==> config.mk <==
export PLATFORM = sky130hd
export DESIGN_NAME = ljpf_queue
export DESIGN_NICKNAME = d
export VERILOG_FILES = /design/src/design/ljpf_pkg.sv /design/src/design/ljpf_queue.sv
export SDC_FILE = /design/constraint.sdc
export NUM_CORES = 1
export LEC_CHECK = 0
export BUFFER_PORTS_ARGS = -buffer_cell sky130_fd_sc_hd__buf_4
export CORE_UTILIZATION = 30
export DETAILED_ROUTE_END_ITERATION = 12
export PLACE_DENSITY = 0.58
export SYNTH_ARGS = -nofsm -noshare
export SYNTH_HDL_FRONTEND = slang
export SYNTH_SLANG_ARGS = --single-unit
==> constraint.sdc <==
create_clock -name clk -period 13.6 [get_ports clk]
set_input_delay 2.72 -clock clk [delete_from_list [all_inputs] [get_ports clk]]
set_output_delay 2.72 -clock clk [all_outputs]
set_load 0.05 [all_outputs]
==> src/design/ljpf_pkg.sv <==
// ----------------------------------------------------------------------------
// Lennard-Jones pair force package
// Shared widths, constants, status codes, item types and fixed-point helpers.
// ----------------------------------------------------------------------------
package ljpf_pkg;

  // Field and datapath widths.
  localparam int CFG_W         = 24;
  localparam int DATA_W        = 64;
  localparam int MAG_W         = 32;
  localparam int ENERGY_W      = 32;
  localparam int EPS_SHIFT     = 16;

  // Defaults for the top-level parameters.
  localparam int COORD_WIDTH_DEF = 32;
  localparam int FRAC_BITS_DEF   = 16;

  // Queue between the front and the back.
  localparam int QDEPTH = 8;
  localparam int QPTR_W = $clog2(QDEPTH);
  localparam int QCNT_W = QPTR_W + 1;

  // Latencies of the arithmetic units.
  localparam int DIV_STEPS = 64;
  localparam int DIV_LAT   = DIV_STEPS + 1;
  localparam int MUL_LAT   = 2;

  // Saturated Q32.32 magnitude and the scale limits.
  localparam logic [DATA_W-1:0] CLAMP       = '1;
  localparam logic [DATA_W-1:0] CLAMP_DIV4  = CLAMP / 64'd4;
  localparam logic [DATA_W-1:0] CLAMP_DIV48 = CLAMP / 64'd48;

  // Status codes.
  localparam logic [1:0] ST_OK     = 2'd0;
  localparam logic [1:0] ST_CUTOFF = 2'd1;
  localparam logic [1:0] ST_SAT    = 2'd2;
  localparam logic [1:0] ST_ZERO   = 2'd3;

  // Configuration register indexes.
  localparam logic [1:0] CFG_SIGMA   = 2'd0;
  localparam logic [1:0] CFG_EPSILON = 2'd1;
  localparam logic [1:0] CFG_CUTOFF  = 2'd2;

  // Reset values of the configuration registers.
  localparam logic [CFG_W-1:0] SIGMA_RST   = 24'd65536;
  localparam logic [CFG_W-1:0] EPSILON_RST = 24'd65536;
  localparam logic [CFG_W-1:0] CUTOFF_RST  = 24'd163840;

  // Classified item as it leaves the front.
  typedef struct packed {
    logic [DATA_W-1:0]           r2;
    logic [2:0][MAG_W-1:0]       mag;
    logic [2:0]                  neg;
    logic [1:0]                  cls;
  } entry_t;

  // Item as it travels down the back pipeline.
  typedef struct packed {
    entry_t                      ent;
    logic                        eneg;
    logic                        gneg;
    logic [ENERGY_W-1:0]         energy;
    logic                        esat;
  } item_t;

  // Multiply a Q32.32 magnitude by four, saturating.
  function automatic logic [DATA_W-1:0] scale4(input logic [DATA_W-1:0] a);
    logic [DATA_W-1:0] r;
    if (a == '0) r = '0;
    else if (a == CLAMP || a > CLAMP_DIV4) r = CLAMP;
    else r = a << 2;
    return r;
  endfunction

  // Multiply a Q32.32 magnitude by forty-eight, saturating.
  function automatic logic [DATA_W-1:0] scale48(input logic [DATA_W-1:0] a);
    logic [DATA_W-1:0] r;
    if (a == '0) r = '0;
    else if (a == CLAMP || a > CLAMP_DIV48) r = CLAMP;
    else r = (a << 5) + (a << 4);
    return r;
  endfunction

endpackage

==> src/design/ljpf_queue.sv <==
// ----------------------------------------------------------------------------
// Lennard-Jones item queue
// Short first-in first-out queue that decouples the front from the back.
// ----------------------------------------------------------------------------
module ljpf_queue (
  input  logic                         clk,
  input  logic                         rst,
  input  logic                         push,
  input  ljpf_pkg::entry_t             push_data,
  input  logic                         pop,
  output logic                         head_valid,
  output ljpf_pkg::entry_t             head_data,
  output logic [ljpf_pkg::QCNT_W-1:0]  free
);

  ljpf_pkg::entry_t                 mem [ljpf_pkg::QDEPTH];
  logic [ljpf_pkg::QPTR_W-1:0]      wr_ptr;
  logic [ljpf_pkg::QPTR_W-1:0]      rd_ptr;
  logic [ljpf_pkg::QCNT_W-1:0]      count;

  assign head_valid = count != '0;
  assign head_data  = mem[rd_ptr];
  assign free       = ljpf_pkg::QCNT_W'(ljpf_pkg::QDEPTH) - count;

  // Storage write.
  always_ff @(posedge clk) begin
    if (push) begin
      mem[wr_ptr] <= push_data;
    end
  end

  // Pointers and occupancy.
  always_ff @(posedge clk) begin
    if (rst) begin
      wr_ptr <= '0;
      rd_ptr <= '0;
      count  <= '0;
    end else begin
      if (push) wr_ptr <= wr_ptr + 1'b1;
      if (pop) rd_ptr <= rd_ptr + 1'b1;
      count <= count + ljpf_pkg::QCNT_W'(push) - ljpf_pkg::QCNT_W'(pop);
    end
  end

  // The front never pushes into a full queue.
  assert property (@(posedge clk) disable iff (rst)
    push |-> count != ljpf_pkg::QCNT_W'(ljpf_pkg::QDEPTH))
    else $error("queue overflow");

  // The back never pops an empty queue.
  assert property (@(posedge clk) disable iff (rst)
    pop |-> count != '0)
    else $error("queue underflow");

endmodule

==> results.sh, run 1 <==
export IMPL_syn_num_nets=2159
export IMPL_finalSetupViolations=0
export IMPL_max_cap_violations=0
export IMPL_hold_class="flip-flop to flip-flop"
export IMPL_viasPerCell=4.65
export IMPL_dr_pass1_iters=4
export IMPL_track_usage=0.131
export IMPL_fin_crit_sh=0.544
export IMPL_drc_errors=0
export IMPL_timing_rr_start="wr_ptr[2]"
export IMPL_power_density_nw_per_um2=159
export IMPL_globalplace_congestion=0.691
export IMPL_whs_ns=0.543
export IMPL_drive_gt1_frac=0.380
export IMPL_multiInputGateArea_um2=10200
export IMPL_antenna_found_initial=10
export IMPL_fin_skew_ns=0.0191
export IMPL_die_area_um2=171000
export IMPL_leakage_nw=19.2
export IMPL_seq_area_frac_synth=0.786
export IMPL_r2r_setup_slack_ns=10.71
export IMPL_seqCellArea_um2=39900
export IMPL_critPathMaxFanout=60
export IMPL_ctsHoldBuffers=0
export IMPL_critPathLaunchType="flip-flop"
export IMPL_clock_sinks=1333
export IMPL_root_buffer="clkbuf_16"
export IMPL_die_w_um=413
export IMPL_num_rows=150
export IMPL_synth_cell_types=24
export IMPL_slew_viol_final=0
export IMPL_rr_worst_depth=4
export IMPL_rsz0062_at_grt="false"
export IMPL_ys_ff_latch=1333
export IMPL_fmax_mhz=135
export IMPL_vias=22000
export IMPL_post_cts_buffers=0
export IMPL_syn_avg_cell_area_um2=25.6
export IMPL_status="completed"
export IMPL_max_stage_delay_ns=1.00
export IMPL_r2r_end="mem[4][57]"
export IMPL_crit_buf_inv=3
export IMPL_area_growth_pct=19.4
export IMPL_pin_count=339
export IMPL_hold_depth=2
export IMPL_initial_core_util=0.303
export IMPL_path_delay_family="buffers and inverters"
export IMPL_criticalPathCategory="flip-flop to primary output"
export IMPL_worstMarginPinSlew_ns=1.25
export IMPL_hold_viol_final=0
export IMPL_coreArea_um2=168000
export IMPL_finalNonFillerCells=4729
export IMPL_period_needed_ns=7.40
export IMPL_drt_initial_drc_count=1445
export IMPL_synth_warnings=0
export IMPL_cts_tree="built"
export IMPL_arrival_ns=4.68
export IMPL_irDropWorstVdd_mv=0.120
export IMPL_clkTransAtPathRegs_ns=0.06
export IMPL_clk_latency_ns=0.78
export IMPL_worstPathRequired_ns=10.88
export IMPL_slew_headroom=0.167
export IMPL_n_fill_cell=15200
export IMPL_grt_pass1_vias=23900
export IMPL_layout_nets=2589
export IMPL_cpMaxStageDelayCell="buf_4"
export IMPL_grt_max_degree=138
export IMPL_worstHoldStart="rd_ptr[2]"
export IMPL_cts_buffers=146
export IMPL_grt_overflow=0
export IMPL_detail_route_wirelength_um=112000
export IMPL_setup_tns_ns=0
export IMPL_grt_pass1_wl_um=161000
export IMPL_cp_end_kind="primary output"
export IMPL_synth_cells=1980
export IMPL_cts_resized=0
export IMPL_htree_num_levels=4
export IMPL_place_inst=4466
export IMPL_dp_hpwl_um=59900
export IMPL_die_y_um=413
export IMPL_final_antenna_net_count=0
export IMPL_power_total_w=0.00961
export IMPL_crit_top_cell="buf_4"
export IMPL_portBuffers=338
export IMPL_cp_cell_sequence="buf_4 -> buf_4 -> mux4_1 -> mux2_2 -> buf_4"
export IMPL_routedWlPerCell_um=23.8
export IMPL_synth_area_um2=50700
export IMPL_clk_path_buf_depth=3
==> state kept, by name (all words and copies together), names as in the netlist, named ones only <==
register	cells
mem	1320
count	4
rd_ptr	3
wr_ptr	3
==> where the power goes <==
group | switching (W) | total, W | internal (W)
logic | 0.000667 | 0.00106 | 0.000394
registers | 0.0000349 | 0.00466 | 0.00463
clock network | 0.00158 | 0.00389 | 0.00230
==> worst max path at each step <==
stage                     startpoint            end  cells after the start
after floorplan                 push      mem[2][0]                      2
after CTS                  flip-flop  head_data[84]                      5
after detailed placement   flip-flop  head_data[84]                      5
after global routing       flip-flop  head_data[84]                      5
after global placement     flip-flop  head_data[84]                      5
final                      flip-flop  head_data[61]                      5
==> final cells by class <==
cell class / count / share of cell area
timing repair buffer: 376 / 0.0480
multi-input combinational: 546 / 0.169
clock buffer: 170 / 0.0623
clock inverter: 89 / 0.0157
tap: 2204 / 0.0455
sequential: 1333 / 0.659
inverter: 7 / 0.000434
antenna: 4 / 0.000165
==> metal layers <==
layer	global-route usage	vias to the layer above	routed length, µm
met5	0	-	87
met4	0.0435	14	2710
met3	0.0354	175	6310
met2	0.226	497	58000
met1	0.157	11800	45400
li1	-	9525	-
==> synth_stat cells (all sizes together) <==
| master | n | area share |
|---|---|---|
| mux2i | 2 | 0.00039 |
| nor3 | 2 | 0.00020 |
| a21oi | 1 | 0.000099 |
| nand2b | 3 | 0.00037 |
| nand2 | 5 | 0.00037 |
| inv | 7 | 0.00052 |
| o21bai | 1 | 0.00015 |
| mux4 | 330 | 0.16 |
| edfxtp | 1320 | 0.78 |
| mux2 | 166 | 0.037 |
| clkbuf | 29 | 0.0021 |
| ha | 9 | 0.0022 |
| xor2 | 2 | 0.00035 |
| nor2b | 3 | 0.00037 |
| fa | 1 | 0.00039 |
| dfxtp | 13 | 0.0051 |
| nor2 | 16 | 0.0012 |
| xnor2 | 5 | 0.00086 |
| buf | 65 | 0.011 |
==> logic make-up (layout without fill, tap and decap cells) <==
logic type      count (synthesis)  count (layout)  synth area share
simple gates                   29              29           0.00249
mux                           498             498             0.194
fa+ha+maj                      10              10           0.00261
other cells                     0               4                 0
flops                        1333            1333             0.786
compound gates                  2               2          0.000247
xor+xnor                        7               7           0.00121
buf+inv                       101             642            0.0132
==> worst register-to-register path: cells and delay by family (launching register included) <==
kind,cells,cell delay [ns]
buf+inv,2,1.62
simple gates,2,0.45
flops,1,0.37
==> placed cells by master, fill, tap and decap left out, types with 3 or more instances in the layout <==
| cell type | count |
|---|---|
| nand2b_1 | 3 |
| clkbuf_1 | 22 |
| nor2_1 | 10 |
| mux4_2 | 193 |
| nor2b_1 | 3 |
| buf_4 | 369 |
| clkinv_1 | 24 |
| bufinv_16 | 16 |
| ha_1 | 9 |
| clkinvlp_4 | 4 |
| dfxtp_4 | 3 |
| buf_12 | 7 |
| diode_2 | 4 |
| xnor2_1 | 5 |
| inv_16 | 4 |
| clkinv_2 | 28 |
| clkbuf_16 | 147 |
| nor2_4 | 6 |
| nand2_1 | 5 |
| inv_6 | 8 |
| mux2_2 | 166 |
| edfxtp_1 | 1320 |
| mux4_1 | 137 |
| dfxtp_1 | 10 |
| inv_1 | 7 |
==> per-stage QoR <==
step | worst slack [ns] | cell area (µm²) | utilization
floorplan | 3.21 | 50700 | -
global placement | 6.88 | 55800 | 0.333
detailed placement | 6.78 | 55800 | 0.333
CTS | 5.91 | 60600 | 0.361
global route | 5.79 | 60600 | 0.361
finish | 6.20 | 60600 | 0.361
No activity file was read; power rests on OpenSTA's default activity.
==> run 2, diff against run 1 <==
==> constraint.sdc (replaced) <==
create_clock -name clk -period 6.21 [get_ports clk]
set_input_delay 1.242 -clock clk [delete_from_list [all_inputs] [get_ports clk]]
set_output_delay 1.242 -clock clk [all_outputs]
set_load 0.05 [all_outputs]
==> results.sh, run 2 (synthesis results as in run 1) <==
export IMPL_dp_hpwl_um=56600
export IMPL_detail_route_wirelength_um=109000
export IMPL_root_buffer="clkbuf_16"
export IMPL_track_usage=0.127
export IMPL_max_cap_violations=0
export IMPL_antenna_found_initial=9
export IMPL_rsz0062_at_grt="false"
export IMPL_fin_util=0.362
export IMPL_slew_viol_final=0
export IMPL_globalRouteMet2Util=0.222
export IMPL_grt_pass1_vias=23700
export IMPL_coreArea_um2=168000
export IMPL_num_rows=150
export IMPL_cpMaxStageDelayCell="dfxtp_4"
export IMPL_fmax_mhz=213
export IMPL_cts_buffers=143
export IMPL_portBuffers=338
export IMPL_grt_max_degree=114
export IMPL_post_cts_buffers=0
export IMPL_clock_sinks=1333
export IMPL_dr_pass1_iters=5
export IMPL_n_fill_cell=15100
export IMPL_clk_path_buf_depth=3
export IMPL_r2r_end="mem[7][113]"
export IMPL_ctsHoldBuffers=0
export IMPL_grt_use_met3=0.0408
export IMPL_setup_tns_ns=0
export IMPL_initial_core_util=0.303
export IMPL_worstHoldStart="rd_ptr[2]"
export IMPL_arrival_ns=3.44
export IMPL_layout_commonest_cell="edfxtp_1"
export IMPL_crit_buf_inv=3
export IMPL_worstPathRequired_ns=4.97
export IMPL_use_met1=0.146
export IMPL_die_w_um=413
export IMPL_cp_cell_sequence="buf_12 -> buf_12 -> mux4_1 -> mux2_2 -> buf_4"
export IMPL_cts_tree="built"
export IMPL_cp_end_kind="primary output"
export IMPL_clk_latency_ns=0.79
export IMPL_largest_register_ffs=1320
export IMPL_drc_errors=0
export IMPL_pin_count=339
export IMPL_rr_worst_depth=4
export IMPL_max_stage_delay_ns=0.84
export IMPL_r2r_setup_slack_ns=3.60
export IMPL_layout_nets=2585
export IMPL_finalSetupViolations=0
export IMPL_fin_crit_sh=0.754
export IMPL_power_density_nw_per_um2=345
export IMPL_htree_num_levels=4
export IMPL_fin_skew_ns=0.0369
export IMPL_most_common_layout_cells="1320 x edfxtp_1, 354 x buf_4, 193 x mux4_2, 166 x mux2_2, 144 x clkbuf_16"
export IMPL_crit_top_cell="buf_12"
export IMPL_hold_viol_final=0
export IMPL_critPathLaunchType="flip-flop"
export IMPL_viasPerCell=4.62
export IMPL_globalplace_congestion=0.675
export IMPL_die_area_um2=171000
export IMPL_routedWlPerCell_um=23.1
export IMPL_criticalPathCategory="flip-flop to primary output"
export IMPL_leakage_nw=19.2
export IMPL_period_needed_ns=4.69
export IMPL_worstHoldEndpoint="rd_ptr[2]"
export IMPL_slew_headroom=0.232
export IMPL_hold_class="flip-flop to flip-flop"
export IMPL_vias=21900
export IMPL_status="completed"
export IMPL_drive_gt1_frac=0.381
export IMPL_final_antenna_net_count=0
export IMPL_busiest_layer="met2"
export IMPL_critPathMaxFanout=35
export IMPL_largest_registers="mem (1320), count (4)"
export IMPL_die_y_um=413
export IMPL_irDropWorstVdd_mv=0.308
export IMPL_power_total_w=0.0210
export IMPL_clkTransAtPathRegs_ns=0.06
export IMPL_whs_ns=0.541
export IMPL_regMostFlops="mem"
export IMPL_path_delay_family="multiplexers"
export IMPL_timing_rr_start="wr_ptr[0]"
export IMPL_drt_initial_drc_count=1372
export IMPL_grt_overflow=0
export IMPL_grt_pass1_wl_um=156000
export IMPL_cts_resized=0
export IMPL_hold_depth=2
export IMPL_worstMarginPinSlew_ns=1.15
export IMPL_area_growth_pct=19.7
-- run 2: cell types whose count changed in the layout (fill, tap and decap cells not counted), moves of 2 or more --
cell,before,now
clkinv_8,2,4
buf_4,369,354
buf_12,7,21
clkbuf_16,147,144
clkinv_16,0,3
clkinvlp_4,4,8
clkbuf_1,22,18
bufinv_16,16,13
clkinv_1,24,26
clkinv_4,2,4
-- run 2: worst max-delay path by stage --
stage                         start        endpoint  slack, ns  cells past startpoint
final                     flip-flop   head_data[59]       1.52                      5
after detailed placement  flip-flop  head_data[114]       2.24                      5
after global routing      flip-flop  head_data[114]       1.28                      5
after CTS                 flip-flop  head_data[122]       1.36                      5
after floorplan                push       mem[6][0]      -2.70                      2
after global placement    flip-flop  head_data[119]       2.26                      5
-- run 2: report_power, final --
group	switching, W	total, W	internal [W]	leakage (nW)
combinational	0.00145	0.00232	0.000873	4.83
sequential	0.0000837	0.0102	0.0101	12.1
clock	0.00356	0.00843	0.00486	2.29
-- run 2: per-stage QoR --
stage / worst slack (ns) / instance area [µm²] / instances
2_1_floorplan: -2.70 / 50700 / 1980
3_3_place_gp: 2.26 / 56000 / 4465
3_5_place_dp: 2.24 / 56000 / 4465
4_1_cts: 1.36 / 60700 / 4726
5_1_grt: 1.28 / 60700 / 4728
6_report: 1.52 / 60700 / 4729
-- run 2: area by class of cell --
type,instances,area [µm²],area share
Sequential cell,1333,39900,0.657
Multi-Input combinational cell,546,10200,0.169
Clock buffer,162,3670,0.0604
Timing Repair Buffer,375,3080,0.0507
Tap cell,2204,2760,0.0454
Clock inverter,99,1050,0.0172
Inverter,7,26.3,0.000433
Antenna cell,3,7.51,0.000124
-- run 2: worst register-to-register path, delay by kind of cell (launching register included) --
kind / cells / cell delay (ns)
buf+inv: 2 / 1.21
flops: 1 / 0.56
simple gates: 2 / 0.38
-- run 2: metal layers --
| metal | wire length, µm | vias to the layer above |
|---|---|---|
| li1 | - | 9520 |
| met1 | 43100 | 11700 |
| met4 | 2240 | 14 |
| met3 | 7030 | 172 |
| met2 | 56600 | 475 |
| met5 | 94 | - |
